===== config.mk =====
export PLATFORM = sky130hd
export DESIGN_NAME = shuffled_lcg_random
export DESIGN_NICKNAME = d
export VERILOG_FILES = /design/src/hdl/slr_pkg.sv /design/src/hdl/slr_datapath.sv /design/src/hdl/slr_ctrl.sv /design/src/hdl/shuffled_lcg_random.sv
export SDC_FILE = /design/constraint.sdc
export NUM_CORES = 2
export LEC_CHECK = 0
export BUFFER_PORTS_ARGS = -buffer_cell sky130_fd_sc_hd__buf_2
export CAP_MARGIN = 0
export CELL_PAD_IN_SITES_DETAIL_PLACEMENT = 1
export CELL_PAD_IN_SITES_GLOBAL_PLACEMENT = 1
export CORE_MARGIN = 5
export CORE_UTILIZATION = 30
export CTS_BUF_LIST = sky130_fd_sc_hd__clkbuf_16
export DETAILED_ROUTE_END_ITERATION = 8
export PLACE_DENSITY = 0.53
export SETUP_SLACK_MARGIN = 0.4
export SYNTH_ARGS = -nofsm -noshare
export SYNTH_HDL_FRONTEND = slang
export SYNTH_SLANG_ARGS = --single-unit

===== constraint.sdc =====
create_clock -name clk -period 6.1 [get_ports clk]
set_input_delay 1.22 -clock clk [delete_from_list [all_inputs] [get_ports clk]]
set_output_delay 1.22 -clock clk [all_outputs]
set_load 0.05 [all_outputs]

===== src/hdl/slr_pkg.sv =====
// Shared constants and controller/datapath command types for the shuffled LCG generator.
// No dependencies; every other file in hdl/ refers to it by scoped names.
package slr_pkg;

  localparam int WORD_W = 31;
  localparam int MUL_W = 15;
  localparam int PROD_W = WORD_W + MUL_W;
  localparam logic [MUL_W-1:0] LCG_MUL = 15'd16807;
  localparam logic [WORD_W-1:0] LCG_MOD = 31'h7FFF_FFFF;
  localparam int WARM_EXTRA = 8;
  localparam int IDX_SHIFT = 40;
  localparam int RECIP_W = 16;
  localparam int QUOT_W = 7;

  typedef struct packed {
    logic load_seed;
    logic use_seed;
    logic lcg_mul;
    logic warm_red;
    logic draw_rd;
    logic draw_red;
    logic idx_mul;
    logic idx_fix;
    logic emit;
  } dp_cmd_t;

  typedef struct packed {
    logic inited;
    logic cnt_zero;
  } dp_stat_t;

endpackage


===== src/hdl/slr_datapath.sv =====
// Datapath: LCG multiply and Mersenne reduction, shuffle table, index divider, output register.
// Depends on slr_pkg; driven by slr_ctrl through slr_pkg::dp_cmd_t.
module slr_datapath #(
  parameter int TABLE_SIZE = 32
) (
  input  logic                          clk,
  input  logic                          rst_n,
  input  slr_pkg::dp_cmd_t              cmd,
  output slr_pkg::dp_stat_t             stat,
  input  logic [slr_pkg::WORD_W-1:0]    seed_value,
  output logic [slr_pkg::WORD_W-1:0]    random_value
);

  localparam int IDX_W = $clog2(TABLE_SIZE);
  localparam int CNT_W = $clog2(TABLE_SIZE + slr_pkg::WARM_EXTRA);
  localparam longint BUCKET = 1 + 64'd2147483646 / TABLE_SIZE;
  localparam longint RECIP = (64'd1 << slr_pkg::IDX_SHIFT) / BUCKET;
  localparam logic [slr_pkg::WORD_W-1:0] BUCKET_V = slr_pkg::WORD_W'(BUCKET);
  localparam logic [slr_pkg::RECIP_W-1:0] RECIP_V = slr_pkg::RECIP_W'(RECIP);
  localparam int DIV_W = slr_pkg::WORD_W + slr_pkg::RECIP_W;

  logic [slr_pkg::WORD_W-1:0] x_r;
  logic [slr_pkg::WORD_W-1:0] last_r;
  logic [slr_pkg::WORD_W-1:0] rd_r;
  logic [slr_pkg::WORD_W-1:0] out_r;
  logic [slr_pkg::PROD_W-1:0] mul_r;
  logic [DIV_W-1:0]           prod_r;
  logic [IDX_W-1:0]           idx_r;
  logic [CNT_W-1:0]           cnt_r;
  logic [slr_pkg::WORD_W-1:0] tbl_mem [TABLE_SIZE];

  logic [slr_pkg::WORD_W-1:0] seed_fix;
  logic [slr_pkg::WORD_W:0]   red_sum;
  logic [slr_pkg::WORD_W-1:0] red_val;
  logic [slr_pkg::QUOT_W-1:0] q_est;
  logic [slr_pkg::WORD_W:0]   q_prod;
  logic [slr_pkg::WORD_W:0]   q_rem;
  logic [slr_pkg::QUOT_W-1:0] q_fix;
  logic [IDX_W-1:0]           idx_nxt;
  logic                       wr_en;
  logic [IDX_W-1:0]           wr_addr;

  always_comb begin
    if (seed_value == '0 || seed_value == slr_pkg::LCG_MOD) begin
      seed_fix = slr_pkg::WORD_W'(1);
    end else begin
      seed_fix = seed_value;
    end
  end

  always_comb begin
    red_sum = {1'b0, mul_r[slr_pkg::WORD_W-1:0]}
            + (slr_pkg::WORD_W + 1)'(mul_r[slr_pkg::PROD_W-1:slr_pkg::WORD_W]);
    if (red_sum >= {1'b0, slr_pkg::LCG_MOD}) begin
      red_val = slr_pkg::WORD_W'(red_sum - {1'b0, slr_pkg::LCG_MOD});
    end else begin
      red_val = red_sum[slr_pkg::WORD_W-1:0];
    end
  end

  always_comb begin
    q_est  = prod_r[slr_pkg::IDX_SHIFT +: slr_pkg::QUOT_W];
    q_prod = (slr_pkg::WORD_W + 1)'(q_est) * (slr_pkg::WORD_W + 1)'(BUCKET_V);
    q_rem  = {1'b0, last_r} - q_prod;
    if (q_rem >= {1'b0, BUCKET_V}) begin
      q_fix = q_est + slr_pkg::QUOT_W'(1);
    end else begin
      q_fix = q_est;
    end
    if (q_fix > slr_pkg::QUOT_W'(TABLE_SIZE - 1)) begin
      idx_nxt = IDX_W'(TABLE_SIZE - 1);
    end else begin
      idx_nxt = q_fix[IDX_W-1:0];
    end
  end

  always_comb begin
    wr_en   = cmd.draw_red || (cmd.warm_red && cnt_r < CNT_W'(TABLE_SIZE));
    wr_addr = cmd.draw_red ? idx_r : cnt_r[IDX_W-1:0];
  end

  always_ff @(posedge clk) begin
    if (wr_en) begin
      tbl_mem[wr_addr] <= red_val;
    end
    if (cmd.draw_rd) begin
      rd_r <= tbl_mem[idx_r];
    end
  end

  always_ff @(posedge clk) begin
    if (!rst_n) begin
      x_r    <= slr_pkg::WORD_W'(1);
      last_r <= '0;
    end else begin
      if (cmd.load_seed) begin
        x_r <= cmd.use_seed ? seed_fix : slr_pkg::WORD_W'(1);
      end else if (cmd.warm_red || cmd.draw_red) begin
        x_r <= red_val;
      end
      if (cmd.warm_red && cnt_r == '0) begin
        last_r <= red_val;
      end else if (cmd.emit) begin
        last_r <= rd_r;
      end
    end
  end

  always_ff @(posedge clk) begin
    if (cmd.load_seed) begin
      cnt_r <= CNT_W'(TABLE_SIZE + slr_pkg::WARM_EXTRA - 1);
    end else if (cmd.warm_red && cnt_r != '0) begin
      cnt_r <= cnt_r - CNT_W'(1);
    end
    if (cmd.lcg_mul) begin
      mul_r <= slr_pkg::PROD_W'(x_r) * slr_pkg::PROD_W'(slr_pkg::LCG_MUL);
    end
    if (cmd.idx_mul) begin
      prod_r <= DIV_W'(last_r) * DIV_W'(RECIP_V);
    end
    if (cmd.idx_fix) begin
      idx_r <= idx_nxt;
    end
    if (cmd.emit) begin
      out_r <= rd_r;
    end
  end

  assign stat.inited   = (last_r != '0);
  assign stat.cnt_zero = (cnt_r == '0);
  assign random_value  = out_r;

endmodule


===== src/hdl/slr_ctrl.sv =====
// Controller: sequences seeding, warm-up, index division and each draw; owns the handshakes.
// Depends on slr_pkg; commands slr_datapath through slr_pkg::dp_cmd_t.
module slr_ctrl (
  input  logic              clk,
  input  logic              rst_n,
  input  logic              in_valid,
  output logic              in_ready,
  input  logic              in_opcode,
  output logic              out_valid,
  input  logic              out_ready,
  input  slr_pkg::dp_stat_t stat,
  output slr_pkg::dp_cmd_t  cmd
);

  typedef enum logic [2:0] {
    IDLE,
    WARM_MUL,
    WARM_RED,
    IDX_MUL,
    IDX_FIX,
    STEP_MUL,
    STEP_RED,
    EMIT
  } state_t;

  state_t state_r;
  logic   out_valid_r;
  logic   draw_pend_r;
  logic   emit_ok;
  logic   reseed;

  assign in_ready  = (state_r == IDLE);
  assign out_valid = out_valid_r;
  assign emit_ok   = (state_r == EMIT) && (!out_valid_r || out_ready);
  assign reseed    = in_opcode || !stat.inited;

  always_comb begin
    cmd = '0;
    unique case (state_r)
      IDLE: begin
        cmd.load_seed = in_valid && reseed;
        cmd.use_seed  = in_opcode;
      end
      WARM_MUL: cmd.lcg_mul = 1'b1;
      WARM_RED: cmd.warm_red = 1'b1;
      IDX_MUL:  cmd.idx_mul = 1'b1;
      IDX_FIX:  cmd.idx_fix = 1'b1;
      STEP_MUL: begin
        cmd.lcg_mul = 1'b1;
        cmd.draw_rd = 1'b1;
      end
      STEP_RED: cmd.draw_red = 1'b1;
      EMIT:     cmd.emit = emit_ok;
      default:  cmd = '0;
    endcase
  end

  always_ff @(posedge clk) begin
    if (!rst_n) begin
      state_r     <= IDLE;
      out_valid_r <= 1'b0;
      draw_pend_r <= 1'b0;
    end else begin
      if (emit_ok) begin
        out_valid_r <= 1'b1;
      end else if (out_ready) begin
        out_valid_r <= 1'b0;
      end
      unique case (state_r)
        IDLE: begin
          if (in_valid) begin
            draw_pend_r <= 1'b1;
            state_r     <= reseed ? WARM_MUL : STEP_MUL;
          end
        end
        WARM_MUL: state_r <= WARM_RED;
        WARM_RED: state_r <= stat.cnt_zero ? IDX_MUL : WARM_MUL;
        IDX_MUL:  state_r <= IDX_FIX;
        IDX_FIX:  state_r <= draw_pend_r ? STEP_MUL : IDLE;
        STEP_MUL: state_r <= STEP_RED;
        STEP_RED: state_r <= EMIT;
        EMIT: begin
          if (emit_ok) begin
            draw_pend_r <= 1'b0;
            state_r     <= IDX_MUL;
          end
        end
        default:  state_r <= IDLE;
      endcase
    end
  end

endmodule


===== src/hdl/shuffled_lcg_random.sv =====
// Shuffled multiplicative congruential random generator, top level.
// Depends on slr_pkg, slr_ctrl and slr_datapath.
//
// Input beat: in_opcode 0 draws the next value, 1 reseeds from in_seed_value (0 or
// 2^31-1 act as 1) and then draws. Each input beat yields exactly one output beat on
// out_random_value, a value in 1 .. 2^31-2; the uniform fraction is value / (2^31-1).
// A draw runs the generator multiply and reduce, emits its result to the output register,
// then runs the divider that picks the next table entry; the block takes no new beat
// until it is back in idle. A reseed adds a warm-up, which fills the shuffle table, and
// a run of the divider in front of the draw. The generator step is a multiply then a
// reduce, run once per draw and once per warm-up step; the divider is a multiply then a correct.
// After reset the block is unseeded; the first beat always seeds, with 1 for a draw.
// If the receiver stalls, the result holds in the output register; the block still
// takes one more input beat and works on it, then waits to deliver until the register
// is free.
module shuffled_lcg_random #(
  parameter int TABLE_SIZE = 32
) (
  input  logic                       clk,
  input  logic                       rst_n,
  input  logic                       in_valid,
  output logic                       in_ready,
  input  logic                       in_opcode,
  input  logic [slr_pkg::WORD_W-1:0] in_seed_value,
  output logic                       out_valid,
  input  logic                       out_ready,
  output logic [slr_pkg::WORD_W-1:0] out_random_value
);

  slr_pkg::dp_cmd_t  cmd;
  slr_pkg::dp_stat_t stat;

  slr_ctrl u_ctrl (
    .clk       (clk),
    .rst_n     (rst_n),
    .in_valid  (in_valid),
    .in_ready  (in_ready),
    .in_opcode (in_opcode),
    .out_valid (out_valid),
    .out_ready (out_ready),
    .stat      (stat),
    .cmd       (cmd)
  );

  slr_datapath #(
    .TABLE_SIZE (TABLE_SIZE)
  ) u_datapath (
    .clk          (clk),
    .rst_n        (rst_n),
    .cmd          (cmd),
    .stat         (stat),
    .seed_value   (in_seed_value),
    .random_value (out_random_value)
  );

endmodule


======== Yosys cells after proc, flatten, opt, wreduce, memory -nomap -nowiden ========
Memory sizes are Yosys's and may differ from the RTL's. A register that Yosys moved wholly into a read port is not among the register bits.
Index checks and enable logic that the tools add are counted.
cells by class
  $add $sub $neg .......................... 5
  multiply operators ...................... 1
  order comparisons ....................... 4
  eq/ne operators ......................... 10
  mux-type cells .......................... 30
  reductions and logical operators ........ 24
operators with widths
  operator                number
  $mux 31                 7
  $mul 31x15->46 const B  1
  $add 31x15->32          1
  $ge 32x27->1 const B    1
  $ge 32x31->1 const B    1
  $sub 31x31->32          1
  $eq 31x31->1 const B    1
  $logic_not 31->1        1
  $reduce_bool 31->1      1
  $sub 31x31->31 const B  1
  $pmux 3 s8              1
  $mux 1                  13
  $eq 3x3->1 const B      4
  $mux 3                  4
  $reduce_bool 2->1       4
  $gt 7x5->1 const B      1
  $mux 7                  1
  $add 5x1->6 const B     1
  $eq 3x2->1 const B      2
  $logic_not 6->1         1
  $lt 6x6->1 const B      1
  $reduce_bool 6->1       1
  $sub 6x1->6 const B     1
  $logic_and 1x1->1       5
  12 further kinds        18
storage, ports and cells
  bits in registers ....................... 186
  RAM bits ................................ 992
  input bits .............................. 36
  word-level logic and storage cells ...... 85
  memories ................................ 1
memories
  name                depth  bits a word  rd ports  clocked after memory_dff  write ports  RTL line            RTL
  u_datapath.tbl_mem  32     31           1         1                         1            slr_datapath.sv:30  logic [slr_pkg::WORD_W-1:0] tbl_mem [TABLE_SIZE];

======== Logic depth before layout (Yosys ltp) ========
  word-level depth ........................ 7
  depth in mapped cells ................... 24
  gate-level depth less buffers ........... 24

======== Modules after synthesis ========
Synthesis repeated with hierarchy kept, for this count alone.
unflattened totals
  cell total of the unflattened synthesis .. 3,102
  area, all modules ....................... 54,380.9 µm²
by module, submodules not included
  module        instances  cells an instance  area an instance (µm²)  seq. area each (µm²)
  slr_datapath  1          3,062              54,039.3                34,693.3
  slr_ctrl      1          40                 341.6                   100.1

======== Least setup slack after synthesis ========
No wires, ideal clock.
  path type ............................... register -> register
  start ................................... reg u_datapath.x_r[13] (netlist name)
  end ..................................... reg u_datapath.mul_r[44] (netlist name) (data pin)
  library setup time ...................... 268 ps
  data arrival time ....................... 5,841 ps
  required time ........................... 5,832 ps
  path slack .............................. -9 ps
  stages on the path, launching flop included .. 25
  path buffers ............................ 0
  clock period less this slack ............ 6,109 ps
  cells stage by stage .................... dfxtp_1 -> inv_1 -> fa_1 -> inv_1 -> ha_1 -> fa_1 -> inv_1 -> fa_1 -> inv_1 -> fa_1 -> inv_1 -> fa_1 -> inv_1 -> ha_1 -> a21o_1 -> a21o_1 -> a21oi_1 -> o21bai_1 -> o21bai_1 -> a21oi_1 -> o21ai_0 -> a21oi_1 -> o21ai_0 -> o311ai_0 -> xnor2_1
between the ends
  word-level cells in the longest chain between the ends .. 1
RTL lines
  element                 RTL line             RTL
  from (decl)             slr_datapath.sv:22   logic [slr_pkg::WORD_W-1:0] x_r;
  from (signal assigned)  slr_datapath.sv:93   x_r <= slr_pkg::WORD_W'(1);
  from (signal assigned)  slr_datapath.sv:97   x_r <= cmd.use_seed ? seed_fix : slr_pkg::WORD_W'(1);
  from (signal assigned)  slr_datapath.sv:99   x_r <= red_val;
  $mul 31x15->46          slr_datapath.sv:116  mul_r <= slr_pkg::PROD_W'(x_r) * slr_pkg::PROD_W'(slr_pkg::LCG_MUL);
  to (signal assigned)    slr_datapath.sv:116
  to (decl)               slr_datapath.sv:26   logic [slr_pkg::PROD_W-1:0] mul_r;
Every way passes these cells.
A chain may end at the register's enable or synchronous reset.

======== Final worst setup path ========
  start ................................... reg u_datapath.x_r[12] (netlist name)
  end ..................................... reg u_datapath.mul_r[44] (netlist name) (data pin)
Same word-level chain as after synthesis.

==> impl_metrics.env <==
export IMPL_status="finished clean"
export IMPL_seq_area_mm2=0.0348
export IMPL_path_common_cell="sky130_fd_sc_hd__fa_1"
export IMPL_grt_pass1_vias=31600
export IMPL_vias=29500
export IMPL_fmaxAchievable_mhz=176
export IMPL_multiInputGateArea_mm2=0.0187
export IMPL_timing_max_cap_violations=0
export IMPL_place_congestion=0.845
export IMPL_syn_mean_instance_area_um2=17.3
export IMPL_final_layout_size_suffix_gt1_share_pct=25.8
export IMPL_filler_cell_count=18000
export IMPL_portBuffers=68
export IMPL_drt_pass1_iterations=5
export IMPL_holdPathStages=0
export IMPL_synth_xor_xnor_area_share_pct=1.27
export IMPL_power_density_mw_per_mm2=514
export IMPL_design_die_area_mm2=0.190
export IMPL_worst_endpoint_arrival_ns=6.20
export IMPL_yosys_warnings=0
export IMPL_cp_required_ns=6.62
export IMPL_vias_per_cell=5.04
export IMPL_cts_buffers=133
export IMPL_grt_pass1_wl_um=236000
export IMPL_timing_setup_tns_ns=0
export IMPL_leakagePower_nw=22.6
export IMPL_die_height_um=436
export IMPL_cts_hold_fix_buffers=0
export IMPL_groute_usage_overall_pct=17.2
export IMPL_initial_antenna_violation_count=7
export IMPL_ir_worst_vdd_uv=560
export IMPL_syn_instance_count=3150
export IMPL_clk_pin_slew_worst_paths_ns=0.06
export IMPL_std_cell_rows=156
export IMPL_floorplan_initialDensity_pct=30.1
export IMPL_worstSetupEndpointType="flip-flop"
export IMPL_detail_route_drc_violations=0
export IMPL_crit_path_max_incr_delay_ns=0.56
export IMPL_rsz_0062_raised_after_global_routing="true"
export IMPL_final_period_util_pct=93.1
export IMPL_slew_violations=0
export IMPL_hold_viol_final=0
export IMPL_synth_seq_area_share_pct=63.9
export IMPL_worst_pin_slew_ns=1.34
export IMPL_timing_worst_setup_path_type="reg2reg"
export IMPL_synth_simple_gate_area_share_pct=3.64
export IMPL_postSynthRegisterBits=1183
export IMPL_report_power_total_w=0.0326
export IMPL_timing_critical_path_buf_inv=6
export IMPL_pin_count_of_the_biggest_net_entering_global_routing=107
export IMPL_synthesized_area_mm2=0.0544
export IMPL_setup_viol=0
export IMPL_rr_worst_depth=24
export IMPL_wl_um=165000
export IMPL_type_of_the_worst_min_delay_path="reg2reg"
export IMPL_synth_compound_gate_area_share_pct=4.15
export IMPL_num_io_pins=69
export IMPL_cpLargestDelayFamily="adder cells"
export IMPL_syn2layout_area_growth_pct=16.8
export IMPL_post_place_ws_ns=0.145
export IMPL_post_route_worst_setup_slack_ns=0.419
export IMPL_layout_min_cycle_time_ns=5.68
export IMPL_drt_initial_drc_count=2249
export IMPL_tritoncts_clock_tree="built"
export IMPL_route_detailed_wl_per_inst_um=28.2
export IMPL_timing_max_slew_rel_slack_pct=10.3
export IMPL_largest_family_of_logic_cells_by_synthesized_area="multiplexers"
export IMPL_syn_num_nets=3531
export IMPL_synthDistinctLibCells=75
export IMPL_critical_path_slowest_cell="sky130_fd_sc_hd__fa_1"
export IMPL_clockBufferDepth=3
export IMPL_die_width_um=436
export IMPL_synth_main_ff_cell="sky130_fd_sc_hd__edfxtp_1"
export IMPL_fp_coreArea_mm2=0.181
export IMPL_ant_nets=0
export IMPL_worst_hold_slack_ns=0.475
export IMPL_worst_path_stages=24
export IMPL_grt_overflow=0
export IMPL_synth_edff_count=1110
export IMPL_cts_root_buf="sky130_fd_sc_hd__clkbuf_16"
export IMPL_detailed_place_hpwl_um=106000
export IMPL_clkLatencyLatePin_ns=0.78
export IMPL_cts_sinks=1183
export IMPL_synth_mux_area_fraction_pct=14.2
export IMPL_fraction_of_synthesis_flops_using_an_asynchronous_set_or_reset_pin_pct=0
export IMPL_timing_clock_skew_ns=0.0340
export IMPL_critical_path_maximum_fanout=4
export IMPL_design_final_nets=3765
export IMPL_critPathLaunchType="flip-flop"
export IMPL_crit_path_cell_trace="inv_4 > fa_1 > inv_2 > ha_4 > fa_1 > inv_2 > fa_1 > inv_1 > fa_1 > inv_1 > fa_1 > inv_2 > ha_4 > a21o_1 > a21o_1 > a21oi_4 > o21bai_1 > o21bai_4 > a21oi_2 > o21ai_2 > a21oi_2 > o21ai_2 > o311ai_2 > xnor2_1"
export IMPL_synth_fa_ha_area_share_pct=9.79
export IMPL_htreeDepth=4
## cells in the mapped netlist (all sizes together), types with 8 or more instances
master,n,area [um2]
a21o,23,173
a21oi,108,548
a31oi,18,113
and2,12,75.1
and3,12,75.1
buf,36,164
clkbuf,89,334
dfxtp,73,1460
edfxtp,1110,33300
fa,135,2700
ha,210,2630
inv,306,1150
mux2,34,383
mux2i,36,360
mux4,310,6980
nand2,108,405
nand2b,11,68.8
nand3,40,205
nand4,32,200
nor2,87,327
nor2b,13,81.3
nor3,22,110
nor3b,8,65.1
nor4,18,113
o211a,35,350
o211ai,12,90.1
o21a,10,75.1
o21ai,65,325
o21bai,12,90.1
o31ai,8,73.8
or3,13,86.3
xnor2,56,498
xor2,22,193
## per-stage QoR
stage	utilization, %	cell area (um2)	cells
after floorplan	-	54500	3150
after global placement	32.7	59000	5608
after detailed placement	32.7	59000	5608
after CTS	35.0	63300	5852
after global routing	35.2	63500	5860
final	35.2	63500	5862
## power by group
part           internal [W]  switching (W)  total (W)
registers            0.0116       0.000274     0.0118
clock network       0.00425        0.00333    0.00758
logic               0.00483        0.00838     0.0132
## state kept, by name, summed over array words and instances (netlist names)
register	count
u_datapath.cnt_r	6
u_datapath.x_r	31
u_datapath.last_r	31
u_ctrl.state_r	3
u_datapath.tbl_mem	992
u_ctrl.draw_pend_r	1
u_ctrl.out_valid	1
u_datapath.prod_r	5
u_datapath.random_value	31
u_datapath.mul_r	46
u_datapath.rd_r	31
u_datapath.idx_r	5
## layer usage
layer / vias to the layer above / global-route usage (%) / part of all wire, %
li1: 12700 / - / -
met1: 16100 / 23.5 / 45
met2: 597 / 29.5 / 50
met3: 179 / 2.17 / 3.5
met4: 0 / 3.88 / 2.0
met5: - / 0 / 0
## area by class of cell
class | instances | share of cell area [%]
repair buffers | 224 | 2.77
multi-input cells | 1536 | 29.5
inverters | 306 | 1.83
clock inverters | 104 | 1.09
clock buffers | 136 | 5.36
well taps | 2370 | 4.67
diodes | 3 | 0.0118
flip-flops and latches | 1183 | 54.8
## cells by family after synthesis
kind of cell	Yosys count
AO/OA/AOI/OAI	339
XOR/XNOR	78
adder cells (fa/ha/maj)	345
buffers and inverters	431
flip-flops	1183
multiplexers	380
AND/OR/NAND/NOR	394
## repair_timing
item | in CTS | in global routing
buffers inserted | 4 | 7
pin swaps | 11 | 29
gates resized for setup | 29 | 54
endpoints found under the setup margin | 14 | 13
## final timing paths
check / end / slack [ns] / startpoint
worst max-delay path: u_datapath.mul_r[44] / 0.42 / u_datapath.x_r[12]
worst min register to register: u_datapath.random_value[22] / 0.47 / u_datapath.rd_r[22]
worst min-delay path: u_datapath.random_value[22] / 0.47 / u_datapath.rd_r[22]
worst max register to register: u_datapath.mul_r[44] / 0.42 / u_datapath.x_r[12]
## placed cells by master, fill, tap and decap left out, types with 48 or more instances in the layout
master,netlist,layout
sky130_fd_sc_hd__o21ai_0,64,55
sky130_fd_sc_hd__nor2_1,87,48
sky130_fd_sc_hd__nand2_1,108,108
sky130_fd_sc_hd__ha_1,210,192
sky130_fd_sc_hd__fa_1,135,133
sky130_fd_sc_hd__edfxtp_1,1110,1110
sky130_fd_sc_hd__buf_2,5,67
sky130_fd_sc_hd__buf_4,2,136
sky130_fd_sc_hd__dfxtp_1,73,62
sky130_fd_sc_hd__inv_1,306,325
sky130_fd_sc_hd__mux4_2,310,310
sky130_fd_sc_hd__clkbuf_16,0,136
sky130_fd_sc_hd__a21oi_1,106,95
Note: power is estimated with default switching activity, not from simulation.
